### src/design/mlsd_pkg.sv
// mlsd_pkg: shared types and constants for the masked luma deviation block.
// Used by mlsd_ctrl, mlsd_datapath and masked_luma_stddev_core; no dependencies.
`timescale 1ns / 1ps

package mlsd_pkg;

  // Field and accumulator widths
  localparam int LumaW   = 8;
  localparam int CountW  = 9;
  localparam int SumW    = 16;
  localparam int SqSumW  = 24;
  localparam int StdW    = 16;
  localparam int VarW    = 2;

  // Arithmetic widths of the finishing sequence
  localparam int NumW    = 33;           // n*Q - S*S
  localparam int SsW     = 32;           // S*S
  localparam int DenW    = 17;           // n*d, at most 65536
  localparam int FracW   = 16;           // Q8.8 result needs 2^16 scaling of V
  localparam int DvdW    = NumW + FracW; // dividend width
  localparam int QuoW    = 32;           // quotient stays below 2^31
  localparam int SremW   = 18;           // square root partial remainder

  // Step counts of the iterative units
  localparam int DivSteps  = DvdW;
  localparam int SqrtSteps = QuoW / 2;
  localparam int StepW     = 6;

  // Accumulator capacity
  localparam int AccCapacity = 256;

  // Variant codes
  localparam logic [VarW-1:0] VarPopA   = 2'd0;
  localparam logic [VarW-1:0] VarPopB   = 2'd1;
  localparam logic [VarW-1:0] VarSample = 2'd2;

  // Commands from controller to datapath
  typedef struct packed {
    logic acc_en;    // accumulate the accepted sample
    logic snap;      // capture totals and clear accumulators
    logic mul_nq;    // n * sum of squares
    logic mul_ss;    // sum * sum
    logic den_num;   // form numerator and divisor, arm the divider
    logic div_step;  // one restoring division step
    logic sqrt_step; // one square root digit
    logic load_out;  // load the result register
  } mlsd_cmd_t;

  // Status from datapath to controller
  typedef struct packed {
    logic div_done;
    logic sqrt_done;
  } mlsd_status_t;

endpackage

### src/design/mlsd_ctrl.sv
// mlsd_ctrl: sequencer for accumulation and the finishing multiply, divide, sqrt.
// Depends on mlsd_pkg; drives mlsd_datapath through mlsd_cmd_t.
`timescale 1ns / 1ps

module mlsd_ctrl (
  input  logic                  clk_i,
  input  logic                  rst_ni,
  input  logic                  in_valid_i,
  input  logic                  last_sample_i,
  input  logic                  out_stall_i,
  input  mlsd_pkg::mlsd_status_t status_i,
  output mlsd_pkg::mlsd_cmd_t    cmd_o,
  output logic                  in_stall_o,
  output logic                  out_valid_o
);

  typedef enum logic [2:0] {
    ST_ACC,
    ST_MUL_NQ,
    ST_MUL_SS,
    ST_DEN,
    ST_DIV,
    ST_SQRT,
    ST_OUT
  } state_e;

  state_e state_q, state_d;
  logic   out_valid_q, out_valid_d;
  logic   accept;
  logic   out_free;

  assign accept   = in_valid_i && (state_q == ST_ACC);
  assign out_free = !out_valid_q || !out_stall_i;

  // Next state and commands
  always_comb begin
    state_d = state_q;
    cmd_o   = '0;
    case (state_q)
      ST_ACC: begin
        cmd_o.acc_en = accept;
        cmd_o.snap   = accept && last_sample_i;
        if (accept && last_sample_i) begin
          state_d = ST_MUL_NQ;
        end
      end
      ST_MUL_NQ: begin
        cmd_o.mul_nq = 1'b1;
        state_d      = ST_MUL_SS;
      end
      ST_MUL_SS: begin
        cmd_o.mul_ss = 1'b1;
        state_d      = ST_DEN;
      end
      ST_DEN: begin
        cmd_o.den_num = 1'b1;
        state_d       = ST_DIV;
      end
      ST_DIV: begin
        cmd_o.div_step = 1'b1;
        if (status_i.div_done) begin
          state_d = ST_SQRT;
        end
      end
      ST_SQRT: begin
        cmd_o.sqrt_step = 1'b1;
        if (status_i.sqrt_done) begin
          state_d = ST_OUT;
        end
      end
      ST_OUT: begin
        cmd_o.load_out = out_free;
        if (out_free) begin
          state_d = ST_ACC;
        end
      end
      default: begin
        state_d = ST_ACC;
      end
    endcase
  end

  // Result valid: set on load, cleared when taken
  always_comb begin
    out_valid_d = out_valid_q;
    if (cmd_o.load_out) begin
      out_valid_d = 1'b1;
    end else if (out_valid_q && !out_stall_i) begin
      out_valid_d = 1'b0;
    end
  end

  // State and registered outputs
  always_ff @(posedge clk_i or negedge rst_ni) begin
    if (!rst_ni) begin
      state_q     <= ST_ACC;
      out_valid_q <= 1'b0;
    end else begin
      state_q     <= state_d;
      out_valid_q <= out_valid_d;
    end
  end

  assign in_stall_o  = (state_q != ST_ACC);
  assign out_valid_o = out_valid_q;

endmodule

### src/design/mlsd_datapath.sv
// mlsd_datapath: accumulators, multiplies, restoring divider, digit-serial sqrt.
// Depends on mlsd_pkg; commanded by mlsd_ctrl.
`timescale 1ns / 1ps

module mlsd_datapath #(
  parameter int KeptLimit = 256
) (
  input  logic                              clk_i,
  input  logic                              rst_ni,
  input  mlsd_pkg::mlsd_cmd_t               cmd_i,
  output mlsd_pkg::mlsd_status_t            status_o,
  input  logic                              cfg_we_i,
  input  logic [mlsd_pkg::VarW-1:0]         cfg_wdata_i,
  input  logic [mlsd_pkg::LumaW-1:0]        luma_i,
  input  logic                              is_green_i,
  output logic [mlsd_pkg::StdW-1:0]         std_dev_o,
  output logic [mlsd_pkg::CountW-1:0]       kept_count_o
);

  localparam int CountW = mlsd_pkg::CountW;
  localparam int SumW   = mlsd_pkg::SumW;
  localparam int SqSumW = mlsd_pkg::SqSumW;
  localparam int NumW   = mlsd_pkg::NumW;
  localparam int SsW    = mlsd_pkg::SsW;
  localparam int DenW   = mlsd_pkg::DenW;
  localparam int FracW  = mlsd_pkg::FracW;
  localparam int DvdW   = mlsd_pkg::DvdW;
  localparam int QuoW   = mlsd_pkg::QuoW;
  localparam int SremW  = mlsd_pkg::SremW;
  localparam int StdW   = mlsd_pkg::StdW;
  localparam int StepW  = mlsd_pkg::StepW;

  // Configuration
  logic [mlsd_pkg::VarW-1:0] variant_q;

  always_ff @(posedge clk_i or negedge rst_ni) begin
    if (!rst_ni) begin
      variant_q <= mlsd_pkg::VarPopA;
    end else if (cfg_we_i) begin
      variant_q <= cfg_wdata_i;
    end
  end

  // Running accumulators
  logic [CountW-1:0] cnt_q, cnt_d;
  logic [SumW-1:0]   sum_q, sum_d;
  logic [SqSumW-1:0] sq_q, sq_d;
  logic              keep;
  logic [2*mlsd_pkg::LumaW-1:0] luma_sq;

  assign luma_sq = luma_i * luma_i;
  assign keep    = !is_green_i && (cnt_q < CountW'(KeptLimit));

  always_comb begin
    cnt_d = cnt_q;
    sum_d = sum_q;
    sq_d  = sq_q;
    if (keep) begin
      cnt_d = cnt_q + CountW'(1);
      sum_d = sum_q + SumW'(luma_i);
      sq_d  = sq_q + SqSumW'(luma_sq);
    end
  end

  always_ff @(posedge clk_i or negedge rst_ni) begin
    if (!rst_ni) begin
      cnt_q <= '0;
      sum_q <= '0;
      sq_q  <= '0;
    end else if (cmd_i.snap) begin
      cnt_q <= '0;
      sum_q <= '0;
      sq_q  <= '0;
    end else if (cmd_i.acc_en) begin
      cnt_q <= cnt_d;
      sum_q <= sum_d;
      sq_q  <= sq_d;
    end
  end

  // Patch totals captured on the last sample
  logic [CountW-1:0] n_q;
  logic [SumW-1:0]   s_q;
  logic [SqSumW-1:0] qs_q;

  always_ff @(posedge clk_i) begin
    if (cmd_i.snap) begin
      n_q  <= cnt_d;
      s_q  <= sum_d;
      qs_q <= sq_d;
    end
  end

  // Products and divisor
  logic [NumW-1:0]   nq_q;
  logic [SsW-1:0]    ss_q;
  logic [DenW-1:0]   den_q;
  logic [CountW-1:0] dvs;
  logic              sample_var;
  logic              too_few;

  assign sample_var = (variant_q == mlsd_pkg::VarSample);
  assign dvs        = sample_var ? (n_q - CountW'(1)) : n_q;
  assign too_few    = sample_var ? (n_q < CountW'(2)) : (n_q == '0);

  always_ff @(posedge clk_i) begin
    if (cmd_i.mul_nq) begin
      nq_q <= NumW'(n_q) * NumW'(qs_q);
    end
    if (cmd_i.mul_ss) begin
      ss_q <= SsW'(s_q) * SsW'(s_q);
    end
    if (cmd_i.den_num) begin
      den_q <= DenW'(n_q) * DenW'(dvs);
    end
  end

  // Restoring divider, one quotient bit per cycle; quotient register then feeds sqrt
  logic [DvdW-1:0]  dvd_q;
  logic [DenW-1:0]  rem_q, rem_d;
  logic [QuoW-1:0]  quo_q;
  logic [DenW:0]    trial;
  logic             ge;

  assign trial = {rem_q, dvd_q[DvdW-1]};
  assign ge    = (trial >= {1'b0, den_q});
  assign rem_d = ge ? DenW'(trial - {1'b0, den_q}) : DenW'(trial);

  // Square root, two radicand bits per cycle
  logic [SremW-1:0]  srem_q;
  logic [StdW-1:0]   root_q;
  logic [SremW+1:0]  sv;
  logic [SremW+1:0]  strial;
  logic              sge;

  assign sv     = {srem_q, quo_q[QuoW-1 -: 2]};
  assign strial = (SremW+2)'({root_q, 2'b01});
  assign sge    = (sv >= strial);

  // Step counter shared by both units
  logic [StepW-1:0] step_q;
  logic             step_zero;

  assign step_zero = (step_q == '0);

  always_ff @(posedge clk_i) begin
    if (cmd_i.den_num) begin
      dvd_q  <= {nq_q - NumW'(ss_q), FracW'(0)};
      rem_q  <= '0;
      srem_q <= '0;
      root_q <= '0;
      step_q <= StepW'(mlsd_pkg::DivSteps - 1);
    end else if (cmd_i.div_step) begin
      dvd_q  <= {dvd_q[DvdW-2:0], 1'b0};
      rem_q  <= rem_d;
      quo_q  <= {quo_q[QuoW-2:0], ge};
      step_q <= step_zero ? StepW'(mlsd_pkg::SqrtSteps - 1) : step_q - StepW'(1);
    end else if (cmd_i.sqrt_step) begin
      quo_q  <= {quo_q[QuoW-3:0], 2'b00};
      srem_q <= sge ? SremW'(sv - strial) : SremW'(sv);
      root_q <= {root_q[StdW-2:0], sge};
      step_q <= step_q - StepW'(1);
    end
  end

  assign status_o.div_done  = cmd_i.div_step && step_zero;
  assign status_o.sqrt_done = cmd_i.sqrt_step && step_zero;

  // Result register
  logic [StdW-1:0]   std_q;
  logic [CountW-1:0] kept_q;

  always_ff @(posedge clk_i) begin
    if (cmd_i.load_out) begin
      std_q  <= too_few ? '0 : root_q;
      kept_q <= n_q;
    end
  end

  assign std_dev_o    = std_q;
  assign kept_count_o = kept_q;

endmodule

### src/design/masked_luma_stddev_core.sv
// Masked luma standard deviation: counts the non-green samples of a patch and
// reports their deviation in unsigned Q8.8 together with the kept count.
// The input channel takes one sample per transaction; a transaction with
// last_sample_i high closes the patch and produces one result transaction.
// Non-last samples are accepted one per cycle. After the last sample the
// input stalls while the finishing sequence runs: the two multiplies, the
// divisor, the bit-serial divider and the square root unit, then the load
// of the result register, before the result is valid. The divider and the
// square root unit take most of that sequence.
// If the receiver still holds the previous result, loading waits until it is
// taken; the input stays stalled meanwhile. Results hold steady under stall.
// Reset clears the accumulators, the result valid and the variant register.
// The variant register (0 or 1 population, 2 sample deviation) is written by
// the user through cfg_we_i / cfg_wdata_i while no patch is in progress;
// the block has no check. Depends on mlsd_pkg, mlsd_ctrl and mlsd_datapath.
`timescale 1ns / 1ps

module masked_luma_stddev_core #(
  parameter int GRID_SIDE = 16
) (
  input  logic                          clk_i,
  input  logic                          rst_ni,
  input  logic                          cfg_we_i,
  input  logic [mlsd_pkg::VarW-1:0]     cfg_wdata_i,
  input  logic                          in_valid_i,
  output logic                          in_stall_o,
  input  logic [mlsd_pkg::LumaW-1:0]    luma_i,
  input  logic                          is_green_i,
  input  logic                          last_sample_i,
  output logic                          out_valid_o,
  input  logic                          out_stall_i,
  output logic [mlsd_pkg::StdW-1:0]     std_dev_o,
  output logic [mlsd_pkg::CountW-1:0]   kept_count_o
);

  localparam int GridArea  = GRID_SIDE * GRID_SIDE;
  localparam int KeptLimit = (GridArea > mlsd_pkg::AccCapacity) ?
                             mlsd_pkg::AccCapacity : GridArea;

  mlsd_pkg::mlsd_cmd_t    cmd;
  mlsd_pkg::mlsd_status_t status;

  mlsd_ctrl u_ctrl (
    .clk_i         (clk_i),
    .rst_ni        (rst_ni),
    .in_valid_i    (in_valid_i),
    .last_sample_i (last_sample_i),
    .out_stall_i   (out_stall_i),
    .status_i      (status),
    .cmd_o         (cmd),
    .in_stall_o    (in_stall_o),
    .out_valid_o   (out_valid_o)
  );

  mlsd_datapath #(
    .KeptLimit (KeptLimit)
  ) u_datapath (
    .clk_i        (clk_i),
    .rst_ni       (rst_ni),
    .cmd_i        (cmd),
    .status_o     (status),
    .cfg_we_i     (cfg_we_i),
    .cfg_wdata_i  (cfg_wdata_i),
    .luma_i       (luma_i),
    .is_green_i   (is_green_i),
    .std_dev_o    (std_dev_o),
    .kept_count_o (kept_count_o)
  );

endmodule

### config.mk
export PLATFORM = sky130hd
export DESIGN_NAME = masked_luma_stddev_core
export DESIGN_NICKNAME = d
export VERILOG_FILES = /design/src/design/mlsd_pkg.sv /design/src/design/mlsd_ctrl.sv /design/src/design/mlsd_datapath.sv /design/src/design/masked_luma_stddev_core.sv
export SDC_FILE = /design/constraint.sdc
export NUM_CORES = 2
export LEC_CHECK = 0
export BUFFER_PORTS_ARGS = -buffer_cell sky130_fd_sc_hd__buf_2
export CORE_UTILIZATION = 66
export CTS_BUF_LIST = sky130_fd_sc_hd__clkbuf_4 sky130_fd_sc_hd__clkbuf_8 sky130_fd_sc_hd__clkbuf_16
export DETAILED_ROUTE_END_ITERATION = 8
export GPL_TIMING_DRIVEN = 0
export PLACE_DENSITY_LB_ADDON = 0.05
export SLEW_MARGIN = 20
export SYNTH_ARGS = -nofsm -noshare
export SYNTH_HDL_FRONTEND = slang
export SYNTH_SLANG_ARGS = --single-unit
### constraint.sdc
create_clock -name clk_i -period 6.9 [get_ports clk_i]
set_input_delay 1.38 -clock clk_i [delete_from_list [all_inputs] [get_ports clk_i]]
set_output_delay 1.38 -clock clk_i [all_outputs]
set_load 0.005 [all_outputs]
==> results.md <==
* Number of max-cap violations at 0
* CTS root buffer: clkbuf_16
* Number of remaining DRC errors at 0
* Post-Synthesis Cell Area at 0.0352 mm^2
* Number of inserted diodes at 0
* Number of synthesized flops with an enable pin at 220
* Hold Crit Class: flip-flop to flip-flop
* Layout-stage area growth over the synthesis result at 7.48%
* WL/cell at 18.5 um
* Worst clock skew on the final layout at 0.0282 ns
* Final HPWL from detailed placement at 67.4 mm
* Hold Fails Final Rpt at 0
* Dominant register cell in the synthesized netlist: edfxtp_1
* Setup violation total in the final timing report at 0
* Global-route wire length before repair at 137 mm
* Post-synthesis sequential element count at 332
* Synth async-reset ratio at 16.6%
* Maximum clock rate at 150 MHz
* Crit path required time at 7.18 ns
* Number of iterations in the first detailed-routing pass at 5
* Worst slew slack as a fraction of its limit at 29.5%
* Largest net degree at the start of global routing at 52
* Clock tree from TritonCTS: done
* Count of input and output buffers at 43
* Warnings from Yosys at 0
* Remaining antenna violation count after routing at 0
* Drt total wl at 84.8 mm
* Highest-count cells in the layout ignoring fill and taps: 664 x inv_1, 559 x nand2_1, 410 x fa_1
* DIE AREA at 0.0542 mm^2
* Dominant cell type by area after synthesis: fa_1
* Total nets after synthesis at 4501
* Commonest non-fill, non-tap cell in the layout: inv_1
* TritonCTS Buffers at 38
* Final layout net count at 4600
* Actual transition at the worst max-transition pin at 1.05 ns
* Routed via count divided by cell count at 5.75
* Kind of capture point of the worst setup path: flip-flop
* Arrival time of data at the critical path endpoint at 6.93 ns
* Number of placement rows at 84
* Count of H-tree levels built during CTS at 2
* Max Transition Viols Final at 0
* Number of buffers added to fix hold violations after cts at 0
* CORE AREA at 0.0526 mm^2
* I/O pin cnt at 44
* Fraction of the yosys area taken by sequential cells at 26.0%
* Die width at 233 um
* Synthesized instance count at 3764
* Vias at 26300
* Per-instance average area after synthesis at 9.34 um^2
* Congestion Overflow GR at 0
* Outcome: complete, no violations
* Cells taking the most area after synthesis: fa_1 23%, edfxtp_1 19%, ha_1 11%
* Buffer depth of the longest clock path at 3
* Highest net fanout along the worst path at 10
* Clock insertion delay at the later pin of the skew report at 0.57 ns
* Number of antenna violations at the first check in global routing at 1
* Final TNS setup at 0 ns
* GRT Util Overall at 32.2%
* Weighted congestion at the end of routability-driven global placement at 0.951
* Vertical die dimension at 233 um
* Distinct cell type count of the synthesized netlist at 91
* Post-route minimum period at 6.65 ns
* Clock transition at the registers of the reported paths at 0.06 ns
* Number of DRC markers in iteration 0 at 1740
* Top-area cell type share of the netlist area at 23.3%
* Element type at the critical path start: flip-flop
* Initial Util at 66.9%
* Setup CP Type: flip-flop to flip-flop
* Clock Sinks at 332
* Setup repair after global routing missed its margin: no
* Number of global-route vias before repair at 26900
* Fraction of layout instances using a drive strength above 1 at 5.60%
* Fin crit share at 96.4%
==> flip-flops by register name, indices dropped and copies added, names as in the netlist, 17 cells and up <==
name               count
u_datapath.quo_q      32
u_datapath.ss_q       31
u_datapath.sq_q       24
u_datapath.srem_q     18
u_datapath.qs_q       24
u_datapath.nq_q       33
u_datapath.den_q      17
u_datapath.dvd_q      33
u_datapath.rem_q      17
==> synthesized netlist by cell type (7+ instances only) <==
master and count:
o31ai_1 16, nor3_1 36, o21ai_0 120, a211oi_1 29, nand4_1 15, mux2i_1 24
a31oi_1 27, nand2b_1 32, nor2b_1 37, ha_1 310, edfxtp_1 220, o21a_1 16
nand2_1 559, or3_1 14, and3_1 24, inv_1 666, nand3_1 43, o21ai_1 10
o21bai_1 18, dfxtp_1 57, a22o_1 19, xnor2_1 110, a21boi_0 11, a31o_2 7
or2_2 10, fa_1 410, clkbuf_1 114, a21o_1 66, o211ai_1 13, nor2_1 136
a21oi_1 141, and2_1 195, mux2_2 8, or4_1 8, buf_1 21, xor2_1 51
nor3b_1 10, dfrtp_1 55
==> routing by layer <==
metal / vias up / GRT usage [%] / share of wire (%)
li1: 12400 / - / -
met1: 13000 / 41.3 / 42
met2: 811 / 55.9 / 50
met3: 192 / 4.14 / 5.3
met4: 0 / 11.3 / 3.3
met5: - / 0 / 0
==> layout make-up <==
| class | count | area, um^2 |
|---|---|---|
| Multi-Input combinational cell | 2626 | 23100 |
| Fill cell | 4009 | 14800 |
| Sequential cell | 332 | 9120 |
| Inverter | 666 | 2500 |
| Clock buffer | 46 | 1030 |
| Tap cell | 688 | 861 |
| Buffer | 137 | 553 |
| Timing Repair Buffer | 62 | 425 |
| Clock inverter | 23 | 238 |
==> worst max-delay path, cell delays in order, from the launching register on <==
cell and delay (ns):
edfxtp_1 0.49, clkbuf_1 0.39, buf_1 0.58, nand2_1 0.15
fa_1 0.51, inv_1 0.05, fa_1 0.51, inv_1 0.07
fa_1 0.54, inv_1 0.05, fa_1 0.45, ha_1 0.33
o21a_1 0.14, nor2_1 0.05, a21oi_1 0.39, a21oi_2 0.16
o221ai_2 0.34, a21oi_1 0.13, a211o_2 0.35, mux2i_1 0.13
or4_1 0.57
==> through the flow <==
step / hold slack, ns / cell area (um^2) / worst slack (ns) / std cells / util, %
2_1_floorplan: 0.436 / 35200 / 0.777 / 3764 / -
3_3_place_gp: 0.447 / 36200 / -0.0575 / 4495 / 69.0
3_5_place_dp: 0.466 / 36400 / -0.134 / 4502 / 69.2
4_1_cts: 0.473 / 37700 / 0.0303 / 4570 / 71.7
5_1_grt: 0.491 / 37800 / 0.0212 / 4580 / 71.9
6_report: 0.475 / 37800 / 0.250 / 4580 / 71.9
==> cells by family (layout without fill, tap and decap cells) <==
kind of cell,count (synthesis),after routing,synth area share [%]
compound gates,569,569,10.8
xor+xnor,161,161,4.01
fa+ha+maj,720,720,34.4
buf+inv,806,934,8.63
flops,332,332,26.0
mux,32,32,0.940
simple gates,1144,1144,15.3
==> what timing repair did <==
action,CTS,global route
buffers inserted,0,12
endpoints found under the setup margin,4,11
gates resized for setup,7,35
==> final timing paths <==
check | startpoint | end | slack, ns | cells past startpoint
max reg2reg | u_datapath.n_q[2]$_DFFE_PP_ | u_datapath.nq_q[29]$_DFFE_PP_ | 0.25 | 20
min | u_datapath.root_q[2]$_SDFFE_PP0P_ | u_datapath.root_q[2]$_SDFFE_PP0P_ | 0.48 | 2
min in group asynchronous | rst_ni | u_ctrl.state_q[1]$_DFFE_PN0P_ | 0.64 | 1
min reg2reg | u_datapath.root_q[2]$_SDFFE_PP0P_ | u_datapath.root_q[2]$_SDFFE_PP0P_ | 0.48 | 2
max | u_datapath.n_q[2]$_DFFE_PP_ | u_datapath.nq_q[29]$_DFFE_PP_ | 0.25 | 20
max in group asynchronous | rst_ni | u_datapath.sum_q[11]$_DFFE_PN0P_ | 5.73 | 2
Power is not shown: default switching activity piles up to over one toggle a cycle in this logic, so the estimate is an artifact.
